===== src/rtl/xbd_pkg.sv =====
// shared types, constants and helpers for the xorshift dice generator
package xbd_pkg;

    localparam logic [63:0] SEED_SUBST = 64'h9E37_79B9_7F4A_7C15;
    localparam logic [63:0] MIX_MULT   = 64'h2545_F491_4F6C_DD1D;
    localparam int unsigned SHIFT_A    = 12;
    localparam int unsigned SHIFT_B    = 25;
    localparam int unsigned SHIFT_C    = 27;

    localparam logic [2:0] REQ_SEED  = 3'd0;
    localparam logic [2:0] REQ_RAW   = 3'd1;
    localparam logic [2:0] REQ_BELOW = 3'd2;
    localparam logic [2:0] REQ_RANGE = 3'd3;
    localparam logic [2:0] REQ_DIE   = 3'd4;
    localparam logic [2:0] REQ_ROLL  = 3'd5;
    localparam logic [2:0] REQ_KEEP  = 3'd6;

    // start strobes toward the serial arithmetic unit
    typedef struct packed {
        logic mul;
        logic div;
    } xbd_cmd_t;

    // one xorshift state update
    function automatic logic [63:0] xs_step(input logic [63:0] s);
        logic [63:0] t;
        t = s ^ (s >> SHIFT_A);
        t = t ^ (t << SHIFT_B);
        t = t ^ (t >> SHIFT_C);
        return t;
    endfunction

endpackage


===== src/rtl/xbd_req_if.sv =====
// request channel of the dice generator
interface xbd_req_if;
    logic               valid;
    logic               ready;
    logic [2:0]         req_type;
    logic [63:0]        seed_value;
    logic [31:0]        limit;
    logic [31:0]        low_bound;
    logic [31:0]        high_bound;
    logic [7:0]         dice_count;
    logic [7:0]         keep_count;
    logic signed [31:0] bonus;

    modport source (output valid, req_type, seed_value, limit, low_bound, high_bound,
                    dice_count, keep_count, bonus, input ready);
    modport sink (input valid, req_type, seed_value, limit, low_bound, high_bound,
                  dice_count, keep_count, bonus, output ready);
endinterface


===== src/rtl/xbd_rsp_if.sv =====
// response channel of the dice generator
interface xbd_rsp_if;
    logic        valid;
    logic        ready;
    logic [63:0] random_word;
    logic [31:0] number;
    logic [63:0] state_now;
    logic        count_error;

    modport source (output valid, random_word, number, state_now, count_error,
                    input ready);
    modport sink (input valid, random_word, number, state_now, count_error,
                  output ready);
endinterface


===== src/rtl/xbd_ram.sv =====
// generic single-write single-read ram with registered read
module xbd_ram #(
    parameter int WIDTH = 32,
    parameter int DEPTH = 16
) (
    input  logic                                     clk,
    input  logic                                     we,
    input  logic [(DEPTH > 1 ? $clog2(DEPTH) : 1)-1:0] waddr,
    input  logic [WIDTH-1:0]                         wdata,
    input  logic [(DEPTH > 1 ? $clog2(DEPTH) : 1)-1:0] raddr,
    output logic [WIDTH-1:0]                         rdata
);

    logic [WIDTH-1:0] mem [DEPTH];

    always_ff @(posedge clk)
    begin
        if (we)
        begin
            mem[waddr] <= wdata;
        end
        rdata <= mem[raddr];
    end

endmodule


===== src/rtl/xbd_arith.sv =====
// bit-serial 64x64 multiplier by the mix constant and 64/32 remainder unit
module xbd_arith import xbd_pkg::*; (
    input  logic        clk,
    input  logic        rst_n,
    input  xbd_cmd_t    cmd,
    input  logic [63:0] a_op,
    input  logic [31:0] d_op,
    output logic        done,
    output logic [63:0] result
);

    logic        busy_reg, busy_next;
    logic        done_reg, done_next;
    logic        mode_reg, mode_next;
    logic [5:0]  cnt_reg, cnt_next;
    logic [63:0] acc_reg, acc_next;
    logic [63:0] mc_reg, mc_next;
    logic [63:0] sh_reg, sh_next;
    logic [32:0] rem_reg, rem_next;
    logic [31:0] d_reg, d_next;
    logic [32:0] rem_sh;

    always_comb
    begin
        busy_next = busy_reg;
        done_next = 1'b0;
        mode_next = mode_reg;
        cnt_next  = cnt_reg;
        acc_next  = acc_reg;
        mc_next   = mc_reg;
        sh_next   = sh_reg;
        rem_next  = rem_reg;
        d_next    = d_reg;
        rem_sh    = {rem_reg[31:0], sh_reg[63]};
        if (cmd.mul || cmd.div)
        begin
            busy_next = 1'b1;
            mode_next = cmd.mul;
            cnt_next  = '0;
            acc_next  = '0;
            mc_next   = MIX_MULT;
            sh_next   = a_op;
            rem_next  = '0;
            d_next    = d_op;
        end
        else if (busy_reg)
        begin
            if (mode_reg)
            begin
                if (sh_reg[0])
                begin
                    acc_next = acc_reg + mc_reg;
                end
                mc_next = {mc_reg[62:0], 1'b0};
                sh_next = {1'b0, sh_reg[63:1]};
            end
            else
            begin
                rem_next = (rem_sh >= {1'b0, d_reg}) ? rem_sh - {1'b0, d_reg} : rem_sh;
                sh_next  = {sh_reg[62:0], 1'b0};
            end
            cnt_next = cnt_reg + 6'd1;
            if (cnt_reg == 6'd63)
            begin
                busy_next = 1'b0;
                done_next = 1'b1;
            end
        end
    end

    always_ff @(posedge clk or negedge rst_n)
    begin
        if (!rst_n)
        begin
            busy_reg <= 1'b0;
            done_reg <= 1'b0;
            mode_reg <= 1'b0;
            cnt_reg  <= '0;
        end
        else
        begin
            busy_reg <= busy_next;
            done_reg <= done_next;
            mode_reg <= mode_next;
            cnt_reg  <= cnt_next;
        end
    end

    always_ff @(posedge clk)
    begin
        acc_reg <= acc_next;
        mc_reg  <= mc_next;
        sh_reg  <= sh_next;
        rem_reg <= rem_next;
        d_reg   <= d_next;
    end

    assign done   = done_reg;
    assign result = mode_reg ? acc_reg : {32'd0, rem_reg[31:0]};

endmodule


===== src/rtl/xbd_top.sv =====
// top level of the xorshift64* dice generator with rejection sampling
// work: seed loads the state; raw word takes one multiply; each drawn value takes
// a multiply and a remainder plus a multiply per rejected generator word, and at most
// one remainder per request forms the rejection cut; keep best rescans all dice per kept die
// throughput: one request at a time, set by the bit-serial multiply/remainder unit
// reset: asynchronous active low, generator state returns to the substitute seed
module xorshift_bounded_dice_generator_top import xbd_pkg::*; #(
    parameter int MAX_DICE = 16
) (
    input  logic      clk,
    input  logic      rst_n,
    xbd_req_if.sink   req,
    xbd_rsp_if.source rsp
);

    localparam int IDX_W = (MAX_DICE > 1) ? $clog2(MAX_DICE) : 1;
    localparam int CNT_W = $clog2(MAX_DICE + 1);
    localparam logic [7:0] MAX_CNT = 8'(MAX_DICE);

    // sequencer codes
    localparam logic [3:0] S_IDLE = 4'd0;
    localparam logic [3:0] S_PREP = 4'd1;
    localparam logic [3:0] S_CUT  = 4'd2;
    localparam logic [3:0] S_LOOP = 4'd3;
    localparam logic [3:0] S_MUL  = 4'd4;
    localparam logic [3:0] S_MOD  = 4'd5;
    localparam logic [3:0] S_DIE  = 4'd6;
    localparam logic [3:0] S_RD   = 4'd7;
    localparam logic [3:0] S_CMP  = 4'd8;
    localparam logic [3:0] S_PICK = 4'd9;
    localparam logic [3:0] S_DONE = 4'd10;

    logic [3:0]          state_reg, state_next;
    logic [63:0]         gen_reg, gen_next;
    logic [2:0]          type_reg, type_next;
    logic [31:0]         n_reg, n_next;
    logic [31:0]         off_reg, off_next;
    logic                dice_reg, dice_next;
    logic                kmode_reg, kmode_next;
    logic [31:0]         total_reg, total_next;
    logic [63:0]         word_reg, word_next;
    logic                err_reg, err_next;
    logic [63:0]         cut_reg, cut_next;
    logic [31:0]         val_reg, val_next;
    logic [CNT_W-1:0]    left_reg, left_next;
    logic [CNT_W-1:0]    cnt_reg, cnt_next;
    logic [CNT_W-1:0]    kleft_reg, kleft_next;
    logic [IDX_W-1:0]    idx_reg, idx_next;
    logic [IDX_W-1:0]    scan_reg, scan_next;
    logic [IDX_W-1:0]    bidx_reg, bidx_next;
    logic [31:0]         best_reg, best_next;
    logic                have_reg, have_next;
    logic [MAX_DICE-1:0] used_reg, used_next;
    logic                ovalid_reg, ovalid_next;
    logic [63:0]         oword_reg, oword_next;
    logic [31:0]         onum_reg, onum_next;
    logic [63:0]         ostate_reg, ostate_next;
    logic                oerr_reg, oerr_next;

    xbd_cmd_t    cmd;
    logic [63:0] a_op;
    logic [31:0] d_op;
    logic        ar_done;
    logic [63:0] ar_result;
    logic        ram_we;
    logic [31:0] ram_rdata;
    logic [63:0] gen_step;

    assign gen_step = xs_step(gen_reg);

    // shared serial multiply and remainder
    xbd_arith u_arith (
        .clk    (clk),
        .rst_n  (rst_n),
        .cmd    (cmd),
        .a_op   (a_op),
        .d_op   (d_op),
        .done   (ar_done),
        .result (ar_result)
    );

    // dice of a keep best request
    xbd_ram #(
        .WIDTH (32),
        .DEPTH (MAX_DICE)
    ) u_store (
        .clk   (clk),
        .we    (ram_we),
        .waddr (idx_reg),
        .wdata (val_reg),
        .raddr (scan_reg),
        .rdata (ram_rdata)
    );

    assign req.ready = (state_reg == S_IDLE);

    always_comb
    begin
        state_next  = state_reg;
        gen_next    = gen_reg;
        type_next   = type_reg;
        n_next      = n_reg;
        off_next    = off_reg;
        dice_next   = dice_reg;
        kmode_next  = kmode_reg;
        total_next  = total_reg;
        word_next   = word_reg;
        err_next    = err_reg;
        cut_next    = cut_reg;
        val_next    = val_reg;
        left_next   = left_reg;
        cnt_next    = cnt_reg;
        kleft_next  = kleft_reg;
        idx_next    = idx_reg;
        scan_next   = scan_reg;
        bidx_next   = bidx_reg;
        best_next   = best_reg;
        have_next   = have_reg;
        used_next   = used_reg;
        ovalid_next = ovalid_reg;
        oword_next  = oword_reg;
        onum_next   = onum_reg;
        ostate_next = ostate_reg;
        oerr_next   = oerr_reg;
        cmd         = '0;
        a_op        = gen_step;
        d_op        = n_reg;
        ram_we      = 1'b0;

        // output register drains independently of the sequencer
        if (ovalid_reg && rsp.ready)
        begin
            ovalid_next = 1'b0;
        end

        unique case (state_reg)
            S_IDLE:
            begin
                if (req.valid)
                begin
                    type_next  = req.req_type;
                    total_next = '0;
                    word_next  = '0;
                    err_next   = 1'b0;
                    kmode_next = 1'b0;
                    idx_next   = '0;
                    used_next  = '0;
                    left_next  = CNT_W'(1);
                    n_next     = req.limit;
                    off_next   = 32'd1;
                    dice_next  = 1'b1;
                    state_next = S_PREP;
                    unique case (req.req_type)
                        REQ_SEED:
                        begin
                            gen_next   = (req.seed_value == 64'd0) ? SEED_SUBST
                                                                   : req.seed_value;
                            state_next = S_DONE;
                        end
                        REQ_RAW:
                        begin
                            gen_next   = gen_step;
                            cmd.mul    = 1'b1;
                            state_next = S_MUL;
                        end
                        REQ_BELOW:
                        begin
                            off_next  = 32'd0;
                            dice_next = 1'b0;
                        end
                        REQ_RANGE:
                        begin
                            if (req.high_bound <= req.low_bound)
                            begin
                                total_next = req.low_bound;
                                state_next = S_DONE;
                            end
                            else
                            begin
                                n_next    = req.high_bound - req.low_bound + 32'd1;
                                off_next  = req.low_bound;
                                dice_next = 1'b0;
                            end
                        end
                        REQ_DIE:
                        begin
                        end
                        REQ_ROLL:
                        begin
                            if (req.dice_count > MAX_CNT)
                            begin
                                err_next   = 1'b1;
                                state_next = S_DONE;
                            end
                            else
                            begin
                                left_next  = CNT_W'(req.dice_count);
                                total_next = req.bonus;
                            end
                        end
                        REQ_KEEP:
                        begin
                            if (req.dice_count > MAX_CNT || req.keep_count > MAX_CNT)
                            begin
                                err_next   = 1'b1;
                                state_next = S_DONE;
                            end
                            else if (req.dice_count == 8'd0 || req.keep_count == 8'd0)
                            begin
                                state_next = S_DONE;
                            end
                            else
                            begin
                                left_next  = CNT_W'(req.dice_count);
                                cnt_next   = CNT_W'(req.dice_count);
                                kleft_next = CNT_W'(req.keep_count);
                                kmode_next = (req.keep_count < req.dice_count);
                            end
                        end
                        default:
                        begin
                            state_next = S_DONE;
                        end
                    endcase
                end
            end
            S_PREP:
            begin
                // rejection cut only matters when a draw happens
                if (n_reg > 32'd1 && left_reg != '0)
                begin
                    a_op       = '1;
                    cmd.div    = 1'b1;
                    state_next = S_CUT;
                end
                else
                begin
                    state_next = S_LOOP;
                end
            end
            S_CUT:
            begin
                if (ar_done)
                begin
                    cut_next   = ~64'd0 - ar_result;
                    state_next = S_LOOP;
                end
            end
            S_LOOP:
            begin
                if (left_reg == '0)
                begin
                    scan_next  = '0;
                    have_next  = 1'b0;
                    state_next = kmode_reg ? S_RD : S_DONE;
                end
                else if (n_reg < 32'd2)
                begin
                    val_next   = dice_reg ? n_reg : off_reg;
                    state_next = S_DIE;
                end
                else
                begin
                    gen_next   = gen_step;
                    cmd.mul    = 1'b1;
                    state_next = S_MUL;
                end
            end
            S_MUL:
            begin
                if (ar_done)
                begin
                    if (type_reg == REQ_RAW)
                    begin
                        word_next  = ar_result;
                        state_next = S_DONE;
                    end
                    else if (ar_result >= cut_reg)
                    begin
                        // rejected word, draw again
                        gen_next = gen_step;
                        cmd.mul  = 1'b1;
                    end
                    else
                    begin
                        a_op       = ar_result;
                        cmd.div    = 1'b1;
                        state_next = S_MOD;
                    end
                end
            end
            S_MOD:
            begin
                if (ar_done)
                begin
                    val_next   = ar_result[31:0] + off_reg;
                    state_next = S_DIE;
                end
            end
            S_DIE:
            begin
                if (kmode_reg)
                begin
                    ram_we = 1'b1;
                end
                else
                begin
                    total_next = total_reg + val_reg;
                end
                left_next  = left_reg - CNT_W'(1);
                idx_next   = idx_reg + IDX_W'(1);
                state_next = S_LOOP;
            end
            S_RD:
            begin
                state_next = S_CMP;
            end
            S_CMP:
            begin
                if (!used_reg[scan_reg]
                    && (!have_reg || $signed(ram_rdata) > $signed(best_reg)))
                begin
                    best_next = ram_rdata;
                    bidx_next = scan_reg;
                    have_next = 1'b1;
                end
                if (CNT_W'(scan_reg) + CNT_W'(1) == cnt_reg)
                begin
                    state_next = S_PICK;
                end
                else
                begin
                    scan_next  = scan_reg + IDX_W'(1);
                    state_next = S_RD;
                end
            end
            S_PICK:
            begin
                total_next          = total_reg + best_reg;
                used_next[bidx_reg] = 1'b1;
                kleft_next          = kleft_reg - CNT_W'(1);
                scan_next           = '0;
                have_next           = 1'b0;
                state_next          = (kleft_reg == CNT_W'(1)) ? S_DONE : S_RD;
            end
            S_DONE:
            begin
                if (!ovalid_reg || rsp.ready)
                begin
                    ovalid_next = 1'b1;
                    oword_next  = word_reg;
                    onum_next   = err_reg ? 32'd0 : total_reg;
                    ostate_next = gen_reg;
                    oerr_next   = err_reg;
                    state_next  = S_IDLE;
                end
            end
            default:
            begin
                state_next = S_IDLE;
            end
        endcase
    end

    always_ff @(posedge clk or negedge rst_n)
    begin
        if (!rst_n)
        begin
            state_reg  <= S_IDLE;
            gen_reg    <= SEED_SUBST;
            ovalid_reg <= 1'b0;
            used_reg   <= '0;
            have_reg   <= 1'b0;
            kmode_reg  <= 1'b0;
            type_reg   <= REQ_SEED;
            left_reg   <= '0;
            cnt_reg    <= '0;
            kleft_reg  <= '0;
            idx_reg    <= '0;
            scan_reg   <= '0;
        end
        else
        begin
            state_reg  <= state_next;
            gen_reg    <= gen_next;
            ovalid_reg <= ovalid_next;
            used_reg   <= used_next;
            have_reg   <= have_next;
            kmode_reg  <= kmode_next;
            type_reg   <= type_next;
            left_reg   <= left_next;
            cnt_reg    <= cnt_next;
            kleft_reg  <= kleft_next;
            idx_reg    <= idx_next;
            scan_reg   <= scan_next;
        end
    end

    // payload registers
    always_ff @(posedge clk)
    begin
        n_reg      <= n_next;
        off_reg    <= off_next;
        dice_reg   <= dice_next;
        total_reg  <= total_next;
        word_reg   <= word_next;
        err_reg    <= err_next;
        cut_reg    <= cut_next;
        val_reg    <= val_next;
        bidx_reg   <= bidx_next;
        best_reg   <= best_next;
        oword_reg  <= oword_next;
        onum_reg   <= onum_next;
        ostate_reg <= ostate_next;
        oerr_reg   <= oerr_next;
    end

    assign rsp.valid       = ovalid_reg;
    assign rsp.random_word = oword_reg;
    assign rsp.number      = onum_reg;
    assign rsp.state_now   = ostate_reg;
    assign rsp.count_error = oerr_reg;

endmodule

===== src/flat_wrapper.sv =====
// flat-port wrapper written by rule: the top's interface ports become plain ports
module xorshift_bounded_dice_generator_top_flat import xbd_pkg::*;
#(
    parameter int MAX_DICE = 16
)
  (clk, rst_n, req_valid, req_req_type, req_seed_value, req_limit, req_low_bound, req_high_bound, req_dice_count, req_keep_count, req_bonus, req_ready, rsp_valid, rsp_random_word, rsp_number, rsp_state_now, rsp_count_error, rsp_ready);
  xbd_req_if req_i ();
  xbd_rsp_if rsp_i ();
  input  logic clk;
  input  logic rst_n;
  input wire logic [$bits(req_i.valid)-1:0] req_valid;
  input wire logic [$bits(req_i.req_type)-1:0] req_req_type;
  input wire logic [$bits(req_i.seed_value)-1:0] req_seed_value;
  input wire logic [$bits(req_i.limit)-1:0] req_limit;
  input wire logic [$bits(req_i.low_bound)-1:0] req_low_bound;
  input wire logic [$bits(req_i.high_bound)-1:0] req_high_bound;
  input wire logic [$bits(req_i.dice_count)-1:0] req_dice_count;
  input wire logic [$bits(req_i.keep_count)-1:0] req_keep_count;
  input wire logic [$bits(req_i.bonus)-1:0] req_bonus;
  output wire logic [$bits(req_i.ready)-1:0] req_ready;
  output wire logic [$bits(rsp_i.valid)-1:0] rsp_valid;
  output wire logic [$bits(rsp_i.random_word)-1:0] rsp_random_word;
  output wire logic [$bits(rsp_i.number)-1:0] rsp_number;
  output wire logic [$bits(rsp_i.state_now)-1:0] rsp_state_now;
  output wire logic [$bits(rsp_i.count_error)-1:0] rsp_count_error;
  input wire logic [$bits(rsp_i.ready)-1:0] rsp_ready;
  assign req_i.valid = req_valid;
  assign req_i.req_type = req_req_type;
  assign req_i.seed_value = req_seed_value;
  assign req_i.limit = req_limit;
  assign req_i.low_bound = req_low_bound;
  assign req_i.high_bound = req_high_bound;
  assign req_i.dice_count = req_dice_count;
  assign req_i.keep_count = req_keep_count;
  assign req_i.bonus = req_bonus;
  assign req_ready = req_i.ready;
  assign rsp_valid = rsp_i.valid;
  assign rsp_random_word = rsp_i.random_word;
  assign rsp_number = rsp_i.number;
  assign rsp_state_now = rsp_i.state_now;
  assign rsp_count_error = rsp_i.count_error;
  assign rsp_i.ready = rsp_ready;
  xorshift_bounded_dice_generator_top #(.MAX_DICE(MAX_DICE)) u_core (.clk(clk), .rst_n(rst_n), .req(req_i), .rsp(rsp_i));
endmodule

===== config.mk =====
export PLATFORM = sky130hd
export DESIGN_NAME = xorshift_bounded_dice_generator_top_flat
export DESIGN_NICKNAME = d
export VERILOG_FILES = /design/src/rtl/xbd_pkg.sv /design/src/rtl/xbd_req_if.sv /design/src/rtl/xbd_rsp_if.sv /design/src/rtl/xbd_ram.sv /design/src/rtl/xbd_arith.sv /design/src/rtl/xbd_top.sv /design/src/flat_wrapper.sv
export SDC_FILE = /design/constraint.sdc
export NUM_CORES = 2
export LEC_CHECK = 0
export BUFFER_PORTS_ARGS = -buffer_cell sky130_fd_sc_hd__buf_4
export CAP_MARGIN = 20
export CORE_ASPECT_RATIO = 1.1
export CORE_MARGIN = 2
export CORE_UTILIZATION = 35
export CTS_BUF_LIST = sky130_fd_sc_hd__clkbuf_8
export DETAILED_ROUTE_END_ITERATION = 10
export PLACE_DENSITY = 0.56
export SYNTH_ARGS = -nofsm -noshare
export SYNTH_HDL_FRONTEND = slang
export SYNTH_SLANG_ARGS = --single-unit

===== constraint.sdc =====
create_clock -name clk -period 10.8 [get_ports clk]
set_input_delay 1.08 -clock clk [delete_from_list [all_inputs] [get_ports clk]]
set_output_delay 1.08 -clock clk [all_outputs]
set_load 0.05 [all_outputs]

# --- After elaboration in Yosys (flattened, before gate mapping) ---
# Memories as Yosys holds them, arrays and structs flattened. A register that Yosys moved wholly into a read port is not among the register bits.
# Cells that the tools add are included.
op_classes:
  eq_ne: 40
  order_cmp: 12
  n_reduce_logical: 46
  bitwise_logic: 7
  muxes: 116
  n_addsub: 14
ops:
  columns: ["op", "n"]
  rows:
  - ["2-to-1 mux 64 bit", 18]
  - ["2-to-1 mux 32 bit", 12]
  - ["case mux 64 bit (2 select lines)", 3]
  - ["case mux 32 bit (2 select lines)", 3]
  - ["case mux 64 bit (3 select lines)", 1]
  - ["adder 32 bit", 3]
  - ["case mux 32 bit (3 select lines)", 1]
  - ["2-to-1 mux 4 bit", 18]
  - ["adder 64 bit", 1]
  - ["greater-or-equal comparator 64 bit", 1]
  - ["logical NOT 64 bit", 1]
  - ["subtractor 32 bit", 2]
  - ["subtractor 64 bit, first input constant", 1]
  - ["XOR 64 x 37 -> 64 bit", 1]
  - ["XOR 64 x 52 -> 64 bit", 1]
  - ["XOR 64 bit", 1]
  - ["case mux 4 bit (11 select lines)", 1]
  - ["2-to-1 mux 5 bit", 8]
  - ["greater-or-equal comparator 33 x 32 -> 1 bit", 1]
  - ["adder 32 x 1 -> 32 bit, second input constant", 1]
  - ["greater-than comparator 32 x 1 -> 1 bit, second input constant", 1]
  - ["greater-than comparator 32 bit", 1]
  - ["<= comparator 32 bit", 1]
  - ["< comparator 32 x 2 -> 1 bit, second input constant", 1]
  - ["54 further kinds", 152]
totals:
  ram_bits: 512
  input_bits: 215
  word_cells: 271
  n_memories: 1
  output_inout_bits: 163
  reg_bits: 833
memory_table:
  columns: ["name", "words", "word_bits", "read_ports", "rd_ports_with_merged_regs", "write_ports", "line", "source"]
  rows:
  - ["u_core.u_store.mem", 16, 32, 1, 1, 1, "xbd_ram.sv:14", "logic [WIDTH-1:0] mem [DEPTH];"]

# --- Logic depth before layout (Yosys ltp) ---
depth:
  word_depth: 8
  depth_mapped: 20
  mapped_depth_nobuf: 18

# --- By module ---
# A second synthesis with hierarchy kept.
hier_totals:
  cells_unflattened: 5920
  area_unflattened_um2: 69653.1
modules_own_cells:
  columns: ["module", "instances", "cells_per_inst", "seq_area_each_um2", "area_each_um2"]
  rows:
  - ["xorshift_bounded_dice_generator_top", 1, 3091, 16538.4, 33268.2]
  - ["xbd_ram", 1, 838, 16015.4, 19835.3]
  - ["xbd_arith", 1, 1991, 6311.1, 16549.6]

# --- Worst setup path before layout ---
# No wires, ideal clock.
synth_path:
  path_kind: "input-to-reg"
  startpoint: "input rsp_ready"
  endpoint: "register u_core.oerr_reg, in the netlist u_core.rsp.count_error (enable)"
  slack_ps: 2313
  setup_time_ps: 684
  required_time_ps: 10116
  stages: 2
  n_path_buf: 0
  arrival_ps: 7803
  path_cell_list: "nor2b_1 > nor2_1"
synth_via:
  elab_chain_cells: 2
synth_rtl:
  columns: ["element", "line", "source"]
  rows:
  - ["start, declared", "flat_wrapper.sv:26", "input wire logic [$bits(rsp_i.ready)-1:0] rsp_ready;"]
  - ["logical OR 1 bit", "xbd_top.sv:348", "if (!ovalid_reg || rsp.ready)"]
  - ["AND reduction 2 bit (no source line)", null, null]
  - ["end signal, assigned", "xbd_top.sv:415", "oerr_reg <= oerr_next;"]
  - ["end, declared", "xbd_top.sv:58", "logic oerr_reg, oerr_next;"]
# Every way passes these cells.
# A chain may end at the register's enable or synchronous reset.

# --- Worst setup path in the final report ---
layout_path:
  startpoint: "register u_core.u_arith.mode_reg"
  endpoint: "register u_core.gen_reg[23]"
layout_via:
  elab_chain_cells: 4
layout_rtl:
  columns: ["element", "line", "source"]
  rows:
  - ["start, declared", "xbd_arith.sv:14", "logic mode_reg, mode_next;"]
  - ["start signal, assigned", "xbd_arith.sv:84", "mode_reg <= mode_next;"]
  - ["2-to-1 mux 64 bit", "xbd_arith.sv:99", "assign result = mode_reg ? acc_reg : {32'd0, rem_reg[31:0]};"]
  - ["via u_core.ar_result[25]", "xbd_top.sv:64", "logic [63:0] ar_result;"]
  - ["greater-or-equal comparator 64 bit", "xbd_top.sv:278", "else if (ar_result >= cut_reg)"]
  - ["!= test 2 x 1 -> 1 bit (no source line)", null, null]
  - ["AND reduction 8 bit (no source line)", null, null]
  - ["end signal, assigned", "xbd_top.sv:385", "gen_reg <= gen_next;"]
  - ["end, declared", "xbd_top.sv:34", "logic [63:0] gen_reg, gen_next;"]
# The timed path passes the listed nets, and every way through them passes these cells.

==> results.yml <==
synthesis:
  synth-edff-count: 1063
  ys_seq_area_share_pct: 56.7
  yosys.area_share.xor_xnor_pct: 3.88
  postSynthAreaPerCell_sq_um: 12.2
  synth-simple-area-share_pct: 9.70
  synth_area_sq_um: 68500
  yosys-mux-area-fraction_pct: 7.91
  synth_compound_area_share_pct: 11.7
  yosys.area.top_type_share_pct: 46.6
  netlist_instances: 5627
  syn_nets: 6195
  yosysTopAreaCell: "edfxtp_1"
  synth_top_family_by_area: "compound AO/OA/AOI/OAI gates"
  ys_ff_latch: 1377
  async_flop_share_pct: 8.86
  yosys_most_used_dff: "edfxtp_1"
  synth-adder-area-share_pct: 6.66
  synth_cell_types: 100
  synthTopCellsByArea: "edfxtp_1, ha_1, dfxtp_1"
  yosysWarnings: 0
timing:
  fin_skew_ns: 0.0918
  setup_viol_count_final: 0
  max_freq_mhz: 163
  tns_ns: 0
  timing.final.crit_share_pct: 56.8
  hold_viol: 0
  period_minus_slack_ns: 6.13
  tightest_slew_ns: 1.24
  final.setup.worst_slack_ns: 4.67
  relSlewSlack_pct: 16.7
  maxSlewViolCount: 0
  rsz0062_at_grt: "no"
cts:
  post_cts_buffers: 0
  cts_buffer_depth: 3
  cts-resized-gates: 0
  path_clk_slew_ns: 0.06
  worstSkewPairLatency_ns: 1.02
  cts_tree: "built"
  cts_hold_buf: 1
  clock-sinks: 1377
  cts_buffers: 225
  h-tree-depth: 4
  root_buffer: "clkbuf_8"
routing:
  drc: 0
  wire_per_inst_um: 25.2
  vias: 47852
  drt_iter0_drc: 3996
  routed_wl_um: 223000
  firstDrtPassIters: 6
  viasPerCell: 5.42
  ant_nets: 0
finish:
  area_growth_pct: 15.2
  drive_gt1_share_pct: 17.9
  design_area_sq_um: 79000
  top_register: "u_core.u_store.mem"
  layout_common_cells: "edfxtp_1, nand2_1, buf_4"
  layout_commonest_cell: "edfxtp_1"
  nNetsFinal: 6611
  multi_input_area_sq_um: 27600
  largest_reg_flops: 512
  fillers: 18631
  final-seq-area_sq_um: 38900
flow_run:
  maxCapViolations: 0
global_routing:
  grt_pass1_vias: 47327
  grt_pass1_wl_um: 321000
  grt_remaining_overflow: 0
  grt_start_max_net_pins: 80
  antenna_found_initial: 7
  grtUsageTotal_pct: 21.9
floorplan:
  std_cell_rows: 170
  core_region_area_sq_um: 195000
  initial_core_util_pct: 35.2
  io_pins: 378
  fp.dieW_um: 426
  die_y_um: 468
  die-area_sq_um: 199000
critical_path:
  r2r-end: "u_core.gen_reg[23]"
  critPathRequiredTime_ns: 11.67
  r2r_cells: 15
  r2r_slack_ns: 4.67
  cp.arrival_ns: 7.01
  start_kind: "register"
  r2r-start: "u_core.u_arith.mode_reg"
  critPathLaunch: "u_core.u_arith.mode_reg"
  crit_fanout: 79
  end_kind: "register"
  path_class: "reg2reg"
placement:
  placed_cell_area_sq_um: 74300
  io_buffer_count: 377
  dp_slack_ns: 4.70
  place.gp.congestion: 0.926
  dp.final_hpwl_um: 160000
pwr:
  finalPower_mw: 20.2
  p_leak_nw: 30.6
  power_density_nw_per_um2: 255
  vdd_drop_max_mv: 0.178
min_path:
  hold_path_depth: 3
  worstHoldStart: "req_seed_value[61]"
  hp-class: "in2reg"
  min_to: "u_core.gen_reg[61]"
run_status:
  status: "finished clean"
## logic make-up (layout without fill, tap and decap cells)
family / Yosys count / in the layout
multiplexers: 335 / 335
other: 0 / 2
AO/OA/AOI/OAI: 1211 / 1211
adder cells (fa/ha/maj): 353 / 353
flip-flops: 1377 / 1377
AND/OR/NAND/NOR: 1453 / 1453
XOR/XNOR: 304 / 304
buffers and inverters: 594 / 1210
## synth_stat cells, types with 31 or more instances
cell      number
a211oi_1      33
mux2i_1      167
xor2_1       122
nor3_1       108
clkbuf_1     183
nor2_1       316
nand4_1       67
o21ai_1       40
a221oi_2      58
inv_1        327
dfstp_2       38
ha_1         333
a21o_1       108
a21oi_1      348
nand3_1      116
dfrtp_1       84
nor2b_1       74
nor4_1        39
o21ai_0      280
mux4_2       165
a22oi_1       42
edfxtp_1    1063
nand2_1      582
xnor2_1      182
nand2b_1      52
dfxtp_1      192
o21bai_1      31
buf_1         42
o22ai_1       68
## per-stage QoR
step	hold slack [ns]	utilization, %	instances
3_5_place_dp	0.405	38.1	8393
5_1_grt	0.307	40.5	8824
6_report	0.375	40.5	8825
2_1_floorplan	0.400	-	5627
4_1_cts	0.269	40.5	8821
3_3_place_gp	0.400	38.1	8393
## worst max path at each step
stage                     slack, ns                     end  cells past startpoint
after detailed placement       4.70      u_core.gen_reg[23]                     15
after global routing           4.40      u_core.gen_reg[23]                     15
after global placement         4.87      u_core.gen_reg[23]                     15
final                          4.67      u_core.gen_reg[23]                     15
after floorplan                2.31  u_core.rsp.count_error                      2
after CTS                      4.72      u_core.gen_reg[23]                     15
## where the power goes
part	total [mW]	internal (mW)	leakage [nW]	switching, mW
clock	4.62	2.36	2.69	2.27
combinational	8.05	2.84	15.2	5.21
sequential	7.48	6.65	12.7	0.826
## critical path, stage by stage (launching register included)
cell	delay (ns)
dfrtp_4	0.93
buf_4	0.76
mux2i_1	0.49
inv_1	0.13
ha_1	0.33
a21o_1	0.18
a21o_1	0.17
a21oi_1	0.17
nor2_1	0.06
a211oi_1	0.59
o221ai_1	0.37
nor2_2	0.24
a21o_4	0.46
buf_4	0.68
a21oi_1	0.09
o22a_1	0.21
## routing by layer
layer	wire length (um)	GRT usage [%]
met2	111000	37.7
met5	13	0
met1	87200	26.2
met4	12100	11.1
met3	12200	3.68
## layout make-up
class,count,share of cell area [%]
Timing Repair Buffer,453,4.34
Inverter,330,1.57
Tap cell,2580,4.09
Multi-Input combinational cell,3656,34.9
Antenna cell,2,0.00634
Clock inverter,170,1.37
Sequential cell,1377,49.2
Clock buffer,257,4.48
(Power assumes the default switching activity.)
